--- src/rtl/shamd_pkg.sv ---
// Shared types, constants and tables for the SHA-256 message digest block.
// Used by the front end, the sequencer, the compression datapath and the top level.
// Depends on nothing else.
package shamd_pkg;

	// Block geometry and padding constants.
	localparam int          QUEUE_DEPTH_DEF = 4;
	localparam logic [3:0]  LAST_SLOT       = 4'd15;
	localparam logic [3:0]  LENGTH_SLOT     = 4'd14;
	localparam logic [2:0]  FULL_WORD_BYTES = 3'd4;
	localparam logic [2:0]  LAST_DIGEST_IDX = 3'd7;
	localparam logic [5:0]  LAST_ROUND      = 6'd63;
	localparam logic [31:0] PAD_WORD        = 32'h8000_0000;
	localparam logic [63:0] WORD_BITS       = 64'd32;

	// Command kinds that the front end hands to the sequencer.
	typedef enum logic [1:0] {
		CMD_DATA,
		CMD_LAST_FULL,
		CMD_LAST_PART
	} cmd_kind_t;

	// One classified input word. For a partial final word the padding byte is
	// already merged into the word.
	typedef struct packed {
		cmd_kind_t   kind;
		logic [31:0] word;
		logic [2:0]  nbytes;
	} cmd_t;

	// Control from the sequencer to the compression datapath.
	typedef struct packed {
		logic        wr_en;
		logic [3:0]  wr_idx;
		logic [31:0] wr_data;
		logic        start;
		logic        hash_init;
	} cmp_ctl_t;

	// Rotate right by a constant amount.
	function automatic logic [31:0] rotr(input logic [31:0] x, input int n);
		return (x >> n) | (x << (32 - n));
	endfunction

	function automatic logic [31:0] big_sigma0(input logic [31:0] x);
		return rotr(x, 2) ^ rotr(x, 13) ^ rotr(x, 22);
	endfunction

	function automatic logic [31:0] big_sigma1(input logic [31:0] x);
		return rotr(x, 6) ^ rotr(x, 11) ^ rotr(x, 25);
	endfunction

	function automatic logic [31:0] small_sigma0(input logic [31:0] x);
		return rotr(x, 7) ^ rotr(x, 18) ^ (x >> 3);
	endfunction

	function automatic logic [31:0] small_sigma1(input logic [31:0] x);
		return rotr(x, 17) ^ rotr(x, 19) ^ (x >> 10);
	endfunction

	// Initial hash words.
	function automatic logic [31:0] initial_hash(input logic [2:0] idx);
		logic [31:0] h;
		case (idx)
			3'd0: h = 32'h6a09e667;
			3'd1: h = 32'hbb67ae85;
			3'd2: h = 32'h3c6ef372;
			3'd3: h = 32'ha54ff53a;
			3'd4: h = 32'h510e527f;
			3'd5: h = 32'h9b05688c;
			3'd6: h = 32'h1f83d9ab;
			3'd7: h = 32'h5be0cd19;
			default: h = 32'h6a09e667;
		endcase
		return h;
	endfunction

	// Round constants.
	function automatic logic [31:0] round_k(input logic [5:0] idx);
		logic [31:0] k;
		case (idx)
			6'd0:  k = 32'h428a2f98;
			6'd1:  k = 32'h71374491;
			6'd2:  k = 32'hb5c0fbcf;
			6'd3:  k = 32'he9b5dba5;
			6'd4:  k = 32'h3956c25b;
			6'd5:  k = 32'h59f111f1;
			6'd6:  k = 32'h923f82a4;
			6'd7:  k = 32'hab1c5ed5;
			6'd8:  k = 32'hd807aa98;
			6'd9:  k = 32'h12835b01;
			6'd10: k = 32'h243185be;
			6'd11: k = 32'h550c7dc3;
			6'd12: k = 32'h72be5d74;
			6'd13: k = 32'h80deb1fe;
			6'd14: k = 32'h9bdc06a7;
			6'd15: k = 32'hc19bf174;
			6'd16: k = 32'he49b69c1;
			6'd17: k = 32'hefbe4786;
			6'd18: k = 32'h0fc19dc6;
			6'd19: k = 32'h240ca1cc;
			6'd20: k = 32'h2de92c6f;
			6'd21: k = 32'h4a7484aa;
			6'd22: k = 32'h5cb0a9dc;
			6'd23: k = 32'h76f988da;
			6'd24: k = 32'h983e5152;
			6'd25: k = 32'ha831c66d;
			6'd26: k = 32'hb00327c8;
			6'd27: k = 32'hbf597fc7;
			6'd28: k = 32'hc6e00bf3;
			6'd29: k = 32'hd5a79147;
			6'd30: k = 32'h06ca6351;
			6'd31: k = 32'h14292967;
			6'd32: k = 32'h27b70a85;
			6'd33: k = 32'h2e1b2138;
			6'd34: k = 32'h4d2c6dfc;
			6'd35: k = 32'h53380d13;
			6'd36: k = 32'h650a7354;
			6'd37: k = 32'h766a0abb;
			6'd38: k = 32'h81c2c92e;
			6'd39: k = 32'h92722c85;
			6'd40: k = 32'ha2bfe8a1;
			6'd41: k = 32'ha81a664b;
			6'd42: k = 32'hc24b8b70;
			6'd43: k = 32'hc76c51a3;
			6'd44: k = 32'hd192e819;
			6'd45: k = 32'hd6990624;
			6'd46: k = 32'hf40e3585;
			6'd47: k = 32'h106aa070;
			6'd48: k = 32'h19a4c116;
			6'd49: k = 32'h1e376c08;
			6'd50: k = 32'h2748774c;
			6'd51: k = 32'h34b0bcb5;
			6'd52: k = 32'h391c0cb3;
			6'd53: k = 32'h4ed8aa4a;
			6'd54: k = 32'h5b9cca4f;
			6'd55: k = 32'h682e6ff3;
			6'd56: k = 32'h748f82ee;
			6'd57: k = 32'h78a5636f;
			6'd58: k = 32'h84c87814;
			6'd59: k = 32'h8cc70208;
			6'd60: k = 32'h90befffa;
			6'd61: k = 32'ha4506ceb;
			6'd62: k = 32'hbef9a3f7;
			6'd63: k = 32'hc67178f2;
			default: k = 32'h428a2f98;
		endcase
		return k;
	endfunction

endpackage

--- src/rtl/sha256_message_digest.sv ---
// SHA-256 message digest, top level. Message words enter a command queue and
// are taken by the sequencer at one word per cycle while it is free; each full 64-byte
// block then holds the sequencer through the 64 rounds and the feed-forward add.
// After the final word the sequencer pads the block, appends the length (in a second
// block when it does not fit) and emits one digest word per cycle while the receiver
// is ready. Reset loads the initial hash and empties the queue.
module sha256_message_digest import shamd_pkg::*; #(
	parameter int QUEUE_DEPTH = QUEUE_DEPTH_DEF
) (
	input  logic        clk,
	input  logic        arst_n,
	input  logic        msg_valid,
	output logic        msg_ready,
	input  logic [31:0] data_word,
	input  logic [2:0]  byte_count,
	input  logic        end_of_message,
	output logic        digest_valid,
	input  logic        digest_ready,
	output logic [31:0] digest_word,
	output logic [2:0]  word_index,
	output logic        last_word
);

	logic cmd_valid;
	logic cmd_ready;
	cmd_t cmd;

	// Front end: classification and command queue.
	shamd_front #(
		.QUEUE_DEPTH (QUEUE_DEPTH)
	) u_front (
		.clk            (clk),
		.arst_n         (arst_n),
		.msg_valid      (msg_valid),
		.msg_ready      (msg_ready),
		.data_word      (data_word),
		.byte_count     (byte_count),
		.end_of_message (end_of_message),
		.cmd_valid      (cmd_valid),
		.cmd_ready      (cmd_ready),
		.cmd            (cmd)
	);

	// Back end: block fill, padding, compression and digest output.
	shamd_back u_back (
		.clk          (clk),
		.arst_n       (arst_n),
		.cmd_valid    (cmd_valid),
		.cmd_ready    (cmd_ready),
		.cmd          (cmd),
		.digest_valid (digest_valid),
		.digest_ready (digest_ready),
		.digest_word  (digest_word),
		.word_index   (word_index),
		.last_word    (last_word)
	);

endmodule

--- src/rtl/shamd_front.sv ---
// Front end of the SHA-256 digest block: classifies incoming message words
// and holds them in a short command queue for the sequencer.
// Depends on shamd_pkg.
module shamd_front import shamd_pkg::*; #(
	parameter int QUEUE_DEPTH = QUEUE_DEPTH_DEF
) (
	input  logic        clk,
	input  logic        arst_n,
	input  logic        msg_valid,
	output logic        msg_ready,
	input  logic [31:0] data_word,
	input  logic [2:0]  byte_count,
	input  logic        end_of_message,
	output logic        cmd_valid,
	input  logic        cmd_ready,
	output cmd_t        cmd
);

	localparam int AW = (QUEUE_DEPTH > 1) ? $clog2(QUEUE_DEPTH) : 1;
	localparam int CW = $clog2(QUEUE_DEPTH + 1);

	cmd_t           entry_q [QUEUE_DEPTH];
	logic [AW-1:0]  wr_ptr_q;
	logic [AW-1:0]  rd_ptr_q;
	logic [CW-1:0]  fill_q;
	logic [2:0]     nbytes;
	logic [31:0]    keep_mask;
	logic [31:0]    pad_bits;
	cmd_t           cmd_in;
	logic           push;
	logic           pop;

	// Classify the word: saturate the byte count, mask unused bytes and merge
	// the padding byte into a partial final word.
	always_comb begin
		nbytes = (byte_count > FULL_WORD_BYTES) ? FULL_WORD_BYTES : byte_count;
		case (nbytes)
			3'd0: begin
				keep_mask = 32'h0000_0000;
				pad_bits  = 32'h8000_0000;
			end
			3'd1: begin
				keep_mask = 32'hff00_0000;
				pad_bits  = 32'h0080_0000;
			end
			3'd2: begin
				keep_mask = 32'hffff_0000;
				pad_bits  = 32'h0000_8000;
			end
			3'd3: begin
				keep_mask = 32'hffff_ff00;
				pad_bits  = 32'h0000_0080;
			end
			default: begin
				keep_mask = 32'hffff_ffff;
				pad_bits  = 32'h0000_0000;
			end
		endcase
		cmd_in.nbytes = nbytes;
		if (!end_of_message) begin
			cmd_in.kind = CMD_DATA;
			cmd_in.word = data_word;
		end else if (nbytes == FULL_WORD_BYTES) begin
			cmd_in.kind = CMD_LAST_FULL;
			cmd_in.word = data_word;
		end else begin
			cmd_in.kind = CMD_LAST_PART;
			cmd_in.word = (data_word & keep_mask) | pad_bits;
		end
	end

	// Queue handshakes.
	assign msg_ready = (fill_q != CW'(QUEUE_DEPTH));
	assign cmd_valid = (fill_q != '0);
	assign cmd       = entry_q[rd_ptr_q];
	assign push      = msg_valid && msg_ready;
	assign pop       = cmd_valid && cmd_ready;

	// Queue storage.
	always_ff @(posedge clk) begin
		if (push) begin
			entry_q[wr_ptr_q] <= cmd_in;
		end
	end

	// Queue pointers and fill level.
	always_ff @(posedge clk or negedge arst_n) begin
		if (!arst_n) begin
			wr_ptr_q <= '0;
			rd_ptr_q <= '0;
			fill_q   <= '0;
		end else begin
			if (push) begin
				wr_ptr_q <= (wr_ptr_q == AW'(QUEUE_DEPTH - 1)) ? '0 : wr_ptr_q + 1'b1;
			end
			if (pop) begin
				rd_ptr_q <= (rd_ptr_q == AW'(QUEUE_DEPTH - 1)) ? '0 : rd_ptr_q + 1'b1;
			end
			if (push && !pop) begin
				fill_q <= fill_q + 1'b1;
			end else if (pop && !push) begin
				fill_q <= fill_q - 1'b1;
			end
		end
	end

endmodule

--- src/rtl/shamd_compress.sv ---
// Compression datapath of the SHA-256 digest block: block buffer that doubles
// as the rolling message schedule, working variables and the hash words.
// Depends on shamd_pkg.
module shamd_compress import shamd_pkg::*; (
	input  logic        clk,
	input  logic        arst_n,
	input  cmp_ctl_t    ctl,
	input  logic [2:0]  rd_idx,
	output logic [31:0] rd_word,
	output logic        busy
);

	typedef enum logic [1:0] {
		C_IDLE,
		C_ROUND,
		C_FINAL
	} cmp_state_t;

	cmp_state_t  state_q;
	logic [5:0]  round_q;
	logic [31:0] sched_q [16];
	logic [31:0] work_q  [8];
	logic [31:0] hash_q  [8];
	logic [31:0] t1;
	logic [31:0] t2;
	logic [31:0] sched_next;
	logic [31:0] ch;
	logic [31:0] maj;

	// One round of the compression function and the next schedule word.
	always_comb begin
		ch  = (work_q[4] & work_q[5]) ^ (~work_q[4] & work_q[6]);
		maj = (work_q[0] & work_q[1]) ^ (work_q[0] & work_q[2]) ^ (work_q[1] & work_q[2]);
		t1  = work_q[7] + big_sigma1(work_q[4]) + ch + round_k(round_q) + sched_q[0];
		t2  = big_sigma0(work_q[0]) + maj;
		sched_next = small_sigma1(sched_q[14]) + sched_q[9] + small_sigma0(sched_q[1])
			+ sched_q[0];
	end

	assign busy    = (state_q != C_IDLE);
	assign rd_word = hash_q[rd_idx];

	// Round sequencing.
	always_ff @(posedge clk or negedge arst_n) begin
		if (!arst_n) begin
			state_q <= C_IDLE;
			round_q <= '0;
		end else begin
			case (state_q)
				C_IDLE: begin
					if (ctl.start) begin
						state_q <= C_ROUND;
						round_q <= '0;
					end
				end
				C_ROUND: begin
					round_q <= round_q + 1'b1;
					if (round_q == LAST_ROUND) begin
						state_q <= C_FINAL;
					end
				end
				C_FINAL: begin
					state_q <= C_IDLE;
				end
				default: begin
					state_q <= C_IDLE;
				end
			endcase
		end
	end

	// Block buffer: written word by word while filling, then shifted as the
	// rolling schedule during the rounds.
	always_ff @(posedge clk) begin
		if (ctl.wr_en) begin
			sched_q[ctl.wr_idx] <= ctl.wr_data;
		end else if (state_q == C_ROUND) begin
			for (int i = 0; i < 15; i++) begin
				sched_q[i] <= sched_q[i+1];
			end
			sched_q[15] <= sched_next;
		end
	end

	// Working variables a through h.
	always_ff @(posedge clk) begin
		if (ctl.start) begin
			for (int i = 0; i < 8; i++) begin
				work_q[i] <= hash_q[i];
			end
		end else if (state_q == C_ROUND) begin
			work_q[7] <= work_q[6];
			work_q[6] <= work_q[5];
			work_q[5] <= work_q[4];
			work_q[4] <= work_q[3] + t1;
			work_q[3] <= work_q[2];
			work_q[2] <= work_q[1];
			work_q[1] <= work_q[0];
			work_q[0] <= t1 + t2;
		end
	end

	// Hash words: feed forward after the last round, reload for a new message.
	always_ff @(posedge clk or negedge arst_n) begin
		if (!arst_n) begin
			for (int i = 0; i < 8; i++) begin
				hash_q[i] <= initial_hash(3'(i));
			end
		end else if (state_q == C_FINAL) begin
			for (int i = 0; i < 8; i++) begin
				hash_q[i] <= hash_q[i] + work_q[i];
			end
		end else if (ctl.hash_init) begin
			for (int i = 0; i < 8; i++) begin
				hash_q[i] <= initial_hash(3'(i));
			end
		end
	end

endmodule

--- src/rtl/shamd_back.sv ---
// Back end of the SHA-256 digest block: fills blocks, appends padding and the
// bit length, starts compressions and emits the digest words.
// Depends on shamd_pkg and shamd_compress.
module shamd_back import shamd_pkg::*; (
	input  logic        clk,
	input  logic        arst_n,
	input  logic        cmd_valid,
	output logic        cmd_ready,
	input  cmd_t        cmd,
	output logic        digest_valid,
	input  logic        digest_ready,
	output logic [31:0] digest_word,
	output logic [2:0]  word_index,
	output logic        last_word
);

	typedef enum logic [2:0] {
		B_TAKE,
		B_PAD,
		B_FILL,
		B_LEN_HI,
		B_LEN_LO,
		B_WAIT,
		B_EMIT
	} back_state_t;

	back_state_t state_q;
	back_state_t resume_q;
	back_state_t nxt;
	logic [3:0]  slot_q;
	logic [63:0] bit_len_q;
	logic [2:0]  emit_idx_q;
	logic        push;
	logic [31:0] push_word;
	logic [63:0] len_add;
	logic        load_out;
	logic        hash_init;
	logic        start;
	logic        busy;
	logic [31:0] rd_word;
	cmp_ctl_t    ctl;

	// Decide what goes into the block buffer this cycle.
	always_comb begin
		push      = 1'b0;
		push_word = '0;
		nxt       = state_q;
		cmd_ready = 1'b0;
		len_add   = '0;
		load_out  = 1'b0;
		hash_init = 1'b0;
		case (state_q)
			B_TAKE: begin
				cmd_ready = 1'b1;
				if (cmd_valid) begin
					push      = 1'b1;
					push_word = cmd.word;
					case (cmd.kind)
						CMD_DATA: begin
							nxt     = B_TAKE;
							len_add = WORD_BITS;
						end
						CMD_LAST_FULL: begin
							nxt     = B_PAD;
							len_add = WORD_BITS;
						end
						CMD_LAST_PART: begin
							nxt     = B_FILL;
							len_add = {58'd0, cmd.nbytes, 3'd0};
						end
						default: begin
							nxt = B_TAKE;
						end
					endcase
				end
			end
			B_PAD: begin
				push      = 1'b1;
				push_word = PAD_WORD;
				nxt       = B_FILL;
			end
			B_FILL: begin
				if (slot_q == LENGTH_SLOT) begin
					nxt = B_LEN_HI;
				end else begin
					push = 1'b1;
					nxt  = B_FILL;
				end
			end
			B_LEN_HI: begin
				push      = 1'b1;
				push_word = bit_len_q[63:32];
				nxt       = B_LEN_LO;
			end
			B_LEN_LO: begin
				push      = 1'b1;
				push_word = bit_len_q[31:0];
				nxt       = B_EMIT;
			end
			B_EMIT: begin
				load_out  = !digest_valid || digest_ready;
				hash_init = load_out && (emit_idx_q == LAST_DIGEST_IDX);
			end
			default: begin
				nxt = state_q;
			end
		endcase
		start = push && (slot_q == LAST_SLOT);
	end

	// Control bundle for the compression datapath.
	always_comb begin
		ctl.wr_en     = push;
		ctl.wr_idx    = slot_q;
		ctl.wr_data   = push_word;
		ctl.start     = start;
		ctl.hash_init = hash_init;
	end

	shamd_compress u_compress (
		.clk     (clk),
		.arst_n  (arst_n),
		.ctl     (ctl),
		.rd_idx  (emit_idx_q),
		.rd_word (rd_word),
		.busy    (busy)
	);

	// Sequencer state, counters and the digest output register.
	always_ff @(posedge clk or negedge arst_n) begin
		if (!arst_n) begin
			state_q      <= B_TAKE;
			resume_q     <= B_TAKE;
			slot_q       <= '0;
			bit_len_q    <= '0;
			emit_idx_q   <= '0;
			digest_valid <= 1'b0;
			digest_word  <= '0;
			word_index   <= '0;
			last_word    <= 1'b0;
		end else begin
			if (push) begin
				slot_q <= slot_q + 1'b1;
			end
			if (cmd_ready && cmd_valid) begin
				bit_len_q <= bit_len_q + len_add;
			end
			if (load_out) begin
				digest_valid <= 1'b1;
				digest_word  <= rd_word;
				word_index   <= emit_idx_q;
				last_word    <= (emit_idx_q == LAST_DIGEST_IDX);
			end else if (digest_ready) begin
				digest_valid <= 1'b0;
			end
			case (state_q)
				B_WAIT: begin
					if (!busy) begin
						state_q <= resume_q;
					end
				end
				B_EMIT: begin
					if (load_out) begin
						emit_idx_q <= emit_idx_q + 1'b1;
						if (emit_idx_q == LAST_DIGEST_IDX) begin
							state_q   <= B_TAKE;
							bit_len_q <= '0;
						end
					end
				end
				default: begin
					if (start) begin
						state_q  <= B_WAIT;
						resume_q <= nxt;
					end else begin
						state_q <= nxt;
					end
				end
			endcase
		end
	end

endmodule

--- config.mk ---
export PLATFORM = sky130hd
export DESIGN_NAME = sha256_message_digest
export DESIGN_NICKNAME = d
export VERILOG_FILES = /design/src/rtl/shamd_pkg.sv /design/src/rtl/sha256_message_digest.sv /design/src/rtl/shamd_front.sv /design/src/rtl/shamd_compress.sv /design/src/rtl/shamd_back.sv
export SDC_FILE = /design/constraint.sdc
export NUM_CORES = 2
export LEC_CHECK = 0
export ABC_AREA = 1
export ABC_CLOCK_PERIOD_IN_PS = 15550
export BUFFER_PORTS_ARGS = -buffer_cell sky130_fd_sc_hd__buf_2
export CAP_MARGIN = 20
export CORE_ASPECT_RATIO = 0.5
export CORE_MARGIN = 1
export CORE_UTILIZATION = 60
export DETAILED_ROUTE_END_ITERATION = 8
export PLACE_DENSITY = 0.76
export SYNTH_ARGS = -nofsm -noshare
export SYNTH_HDL_FRONTEND = slang
export SYNTH_HIERARCHICAL = 1
export SYNTH_SLANG_ARGS = --single-unit
--- constraint.sdc ---
create_clock -name clk -period 15.55 [get_ports clk]
set_clock_uncertainty 0.05 [all_clocks]
set_input_delay 1.555 -clock clk [delete_from_list [all_inputs] [get_ports clk]]
set_output_delay 1.555 -clock clk [all_outputs]
set_load 0.02 [all_outputs]
==> Yosys cells after proc, flatten, opt, wreduce, memory -nomap -nowiden <==
Memory sizes are Yosys's and may differ from the RTL's.
Index checks and enable logic that the tools add are counted.
{ "word_totals": {"register_bits": 385, "ramBits": 916, "romBits": 2048, "input_bits": 40, "out_inout_bits": 38, "elab_cells": 215, "n_memories": 4} }
{ "memory_table": {"columns": ["memory", "words", "width", "read_ports", "rd_ports_with_merged_regs", "wr", "line", "source"], "rows": [
  ["(name not given)", 64, 32, 1, 0, 0, "shamd_pkg.sv:81", "case (idx)"],
  ["u_back.u_compress.sched_q", 16, 32, 16, 0, 16, "shamd_compress.sv:21", "logic [31:0] sched_q [16];"],
  ["u_back.u_compress.work_q", 8, 32, 8, 0, 8, "shamd_compress.sv:22", "logic [31:0] work_q [8];"],
  ["u_front.entry_q", 4, 37, 1, 0, 1, "shamd_front.sv:22", "cmd_t entry_q [QUEUE_DEPTH];"]
]} }
{ "op_classes": {"addsub": 26, "n_lt_le_gt_ge": 2, "n_eq_ne": 26, "muxes": 67, "bitwise": 39, "reduce_logical": 29} }
{ "ops": {"columns": ["op", "n"], "rows": [
  ["$add A32 B32 Y32", 18],
  ["$mux W256", 2],
  ["$mux W32", 12],
  ["$mux W64", 6],
  ["$pmux W32 S4", 3],
  ["$xor A32 B32 Y32", 9],
  ["$and A32 B32 Y32", 6],
  ["$bmux W32 S3", 1],
  ["$mux W34", 2],
  ["$add A64 B64 Y64", 1],
  ["$not A32 Y32", 1],
  ["$or A10 B32 Y32", 1],
  ["$or A13 B32 Y32", 1],
  ["$or A14 B32 Y32", 1],
  ["$or A15 B32 Y32", 1],
  ["$or A19 B32 Y32", 1],
  ["$or A21 B32 Y32", 1],
  ["$or A25 B32 Y32", 1],
  ["$or A26 B32 Y32", 1],
  ["$or A30 B32 Y32", 1],
  ["$or A32 B32 Y32", 1],
  ["$or A7 B32 Y32", 1],
  ["$reduce_or A32 Y1", 1],
  ["$xor A32 B22 Y32", 1],
  ["other kinds (42)", 115]
]} }

==> Depth between registers and ports, before layout <==
An unclocked memory read counts as a cell.
{ "logic_depth": {"word_depth": 11, "mapped_depth": 41, "depth_no_buf": 40} }

==> By module <==
Netlist, hierarchy kept.
{ "by_module_without_submodules": {"columns": ["mod", "n_inst", "cells_each", "area_per_inst_um2", "seq_area_each_um2"], "rows": [
  ["shamd_compress", 1, 9279, 74401.4, 29838.6],
  ["shamd_front", 1, 572, 6702.7, 4619.4],
  ["shamd_back", 1, 958, 6573.8, 2777.7]
]} }

==> Worst setup path after synthesis <==
Ideal clock, no wire load.
{ "synth_path": {"path_kind": "register -> register", "from": "reg u_back.u_compress.round_q[0]", "to": "mem u_back.u_compress.work_q[0][24], data pin", "setup_time_ps": 264, "arrival_time_ps": 6628, "required_time_ps": 15236, "path_slack_ps": 8608, "path_stages_with_launch": 38, "period_less_slack_ps": 6942, "cell_sequence": "dfrtp_1 clkbuf_1 inv_1 ha_1 nor2_1 inv_1 nand2_1 o21ai_0 a31oi_1 o21ai_0 nand2_1 inv_1 fa_1 fa_1 inv_1 ha_1 inv_1 fa_1 [2 not listed] nand2_1 nand2_1 nand2_1 nand2_1 a21oi_1 o31ai_1 xor2_1 inv_1 fa_1 inv_1 ha_1 a21o_1 a31oi_1 a21boi_0 nand3_1 or2_2 nand3_1 o21ai_0"} }
{ "synth_lines": {"columns": ["element", "line", "source"], "rows": [
  ["start: declaration", "shamd_compress.sv:20", "logic [5:0] round_q;"],
  ["start signal: assignment", "shamd_compress.sv:57", "round_q <= round_q + 1'b1;"],
  ["end: declaration", "shamd_compress.sv:22", null]
]} }

==> impl_metrics.csv <==
group,metric,value,unit
drt,avgRoutedWirePerCell,26.03,µm
placement,post_dp_cell_area,89640,µm²
drt,drt_iter0_drc,11265,
yosys,yosysMostFrequentCell,"nand2_1",
yosys,synth_fp_nets,11449,
sta,finalSetupTns,0,ns
critical_path,critPathCaptureType,"flip-flop",
clocking,clk_pin_slew,0.07,ns
sta,rsz0062_at_grt,"no",
drt,vias_per_cell,6.268,
yosys,synth_top_area_share,31.37,%
sta,worst_pin_slew,1.366,ns
die,die_h,272.3,µm
clocking,cts_made_buffers,115,
hold_path,hp-class,"reg2reg",
yosys,ys_seq_area_share,42.47,%
placement,dp_hpwl,247200,µm
cells_and_area,synthToLayoutAreaGrowth,6.854,%
cells_and_area,final_area,93690,µm²
critical_path,critPathRequiredTime,16.02,ns
cells_and_area,nets,11317,
yosys,synth_edf_count,916,
yosys,synth-seq-cells,1298,
drt,wirelength,331400,µm
critical_path,reg2reg_from,"u_back/u_compress/round_q[3]$_DFFE_PN0P_",
global_routing,grt_pass1_wl,484600,µm
drt,post-route-drc-count,0,
global_routing,overflow,0,
hold_path,hp-start,"u_back/word_index[0]$_DFFE_PN0P_",
drt,top_layer_used,"met5",
drt,vias,79820,
global_routing,track_usage,44.47,%
sta,period_needed,8.785,ns
sta,max_slew_margin,8.954,%
die,row_count,98,
sta,timing.fmax,0.1138,GHz
sta,finalCritPeriodShare,56.49,%
clocking,postCtsSetupBuffers,0,
clocking,h-tree-depth,3,
yosys,yosys.area.top_type,"edfxtp_1",
critical_path,path_max_fanout,51,
die,start_util,60.91,%
cells_and_area,finalNonFillerCells,12734,
sta,maxSlewViolCount,0,
drt,antenna_left,0,
critical_path,path_common_cell,"nand2_1",
critical_path,worst_setup_path_start_kind,"flip-flop",
clocking,clock-sinks,1298,
yosys,synthFlopType,"edfxtp_1",
critical_path,worstSetupEndpoint,"u_back/u_compress/work_q[0][31]$_DFFE_PP_",
yosys,syn_inst,10809,
die,die_area,147800,µm²
die,die_w,542.6,µm
yosys,syn_avg_cell_area,8.112,µm²
sta,finalSetupViolations,0,
clocking,post_cts_resized,0,
placement,dp.cells,12506,
drt,drt-met1-wl,126500,µm
critical_path,critPathLaunch,"u_back/u_compress/round_q[3]$_DFFE_PN0P_",
drt,dr_wl_met2,135800,µm
placement,io_buffer_count,77,
clocking,cts_hold_buf,0,
drt,drt_pre_antenna_iters,9,
global_routing,grt_max_degree,266,
yosys,postSynth.asyncResetShare,29.43,%
placement,globalplace.congestion,1.102,
die,pin_count,78,
clocking,clock_latency,0.80,ns
yosys,syn_area,87680,µm²
drt,wl_met3,46500,µm
critical_path,critPathArrivalTime,9.25,ns
global_routing,antenna_found_initial,9,
global_routing,grt_pass1_vias,75045,
critical_path,critPathKind,"reg2reg",
yosys,yosysUniqueCellTypes,70,
job,max_cap_viol_count,0,
yosys,yosysWarnings,6,
critical_path,slowest_delay,0.82,ns
sta,finalHoldViolations,0,
critical_path,cpMaxStageDelayCell,"o311ai_0",
outcome,status,"completed",
clocking,cts_tree,"built",
clocking,clockBufferDepth,3,
clocking,cts-root-buf,"clkbuf_16",
cells_and_area,final_util,65.08,%
cells_and_area,drive_gt1_share,5.836,%
yosys,synthTopCellsByCount,"2984 x nand2_1, 1434 x inv_1, 916 x edfxtp_1, 866 x o21ai_0, 717 x nor2_1",
yosys,synthTopCellsByArea,"edfxtp_1 31%, nand2_1 13%, dfrtp_1 7.0%",
critical_path,worstRegToRegCells,30,
critical_path,rr_endpoint,"u_back/u_compress/work_q[0][31]$_DFFE_PP_",
die,core,144000,µm²
critical_path,r2r_slack,6.77,ns
sequential cells by signal, indices dropped and copies added, names as in the netlist:
signal	flops
u_back/u_compress/round_q	6
u_front/fill_q	3
u_back/emit_idx_q	3
u_back/u_compress/work_q	256
u_back/slot_q	4
u_back/u_compress/sched_q	512
u_back/word_index	3
u_back/digest_word	32
u_back/state_q	3
u_back/bit_len_q	61
u_front/rd_ptr_q	2
u_front/wr_ptr_q	2
u_front/entry_q	148
u_back/digest_valid	1
u_back/last_word	1
u_back/u_compress/hash_q	256
u_back/resume_q	3
u_back/u_compress/state_q	2
layout make-up:
class,count,area [µm²]
Fill cell,12388,50270
Multi-Input combinational cell,7651,43470
Sequential cell,1298,37250
Inverter,1455,5479
Clock buffer,136,3008
Tap cell,1950,2440
Timing Repair Buffer,156,1059
Clock inverter,82,969.7
Antenna cell,6,15.01
placed cells by master (no fill, tap or decap), types with 182 or more instances in the layout:
master / instances
a21oi_1: 712
dfrtp_1: 242
edfxtp_1: 916
fa_1: 197
ha_1: 403
inv_1: 1430
nand2_1: 2984
nand3_1: 381
nor2_1: 709
o21ai_0: 852
xnor2_1: 182
xor2_1: 227
critical path, delay by kind of cell, from the launching register on:
| family | cells | cell delay [ns] |
|---|---|---|
| buffers and inverters | 6 | 1.53 |
| AOI/OAI and AO/OA | 8 | 2.20 |
| and+or+nand+nor | 10 | 1.35 |
| adders and majority gates | 5 | 2.16 |
| DFF | 1 | 0.69 |
| xor gates and xnor gates | 1 | 0.47 |
through the flow:
step           hold slack, ns  setup WS, ns
4_1_cts                0.4195         7.005
3_3_place_gp           0.4001         7.008
6_report               0.4137         6.765
5_1_grt                0.4407         6.267
2_1_floorplan          0.3987         8.608
3_5_place_dp           0.4031         7.052
how the worst min path moves through the flow:
stage / to / slack, ns / depth (start not counted)
2_1_floorplan: u_back/resume_q[1]$_DFFE_PN0P_ / 0.40 / 2
3_5_place_dp: u_back/word_index[0]$_DFFE_PN0P_ / 0.40 / 2
4_1_cts: u_back/word_index[0]$_DFFE_PN0P_ / 0.42 / 2
6_report: u_back/word_index[0]$_DFFE_PN0P_ / 0.41 / 2
5_1_grt: u_back/word_index[0]$_DFFE_PN0P_ / 0.44 / 2
3_3_place_gp: u_back/word_index[1]$_DFFE_PN0P_ / 0.40 / 2
per-layer routing:
metal	global-route usage, %	up-vias
li1	-	35515
met1	60.42	38013
met2	63.69	5328
met3	12.77	958
met4	25.30	6
met5	1.045	-
kinds of logic (layout without fill, tap and decap cells):
group                      after synthesis  after routing  share of synthesized area [%]
and+or+nand+nor                       4382           4382                          20.12
DFF                                   1298           1298                          42.47
adders and majority gates              602            602                          10.27
AOI/OAI and AO/OA                     2229           2229                          14.49
other                                    0              6                              0
xor gates and xnor gates               409            409                          4.086
muxes                                   29             29                         0.3354
buffers and inverters                 1860           1829                          8.235
Power is not shown: default switching activity piles up to over one toggle a cycle in this logic, so the estimate is an artifact.
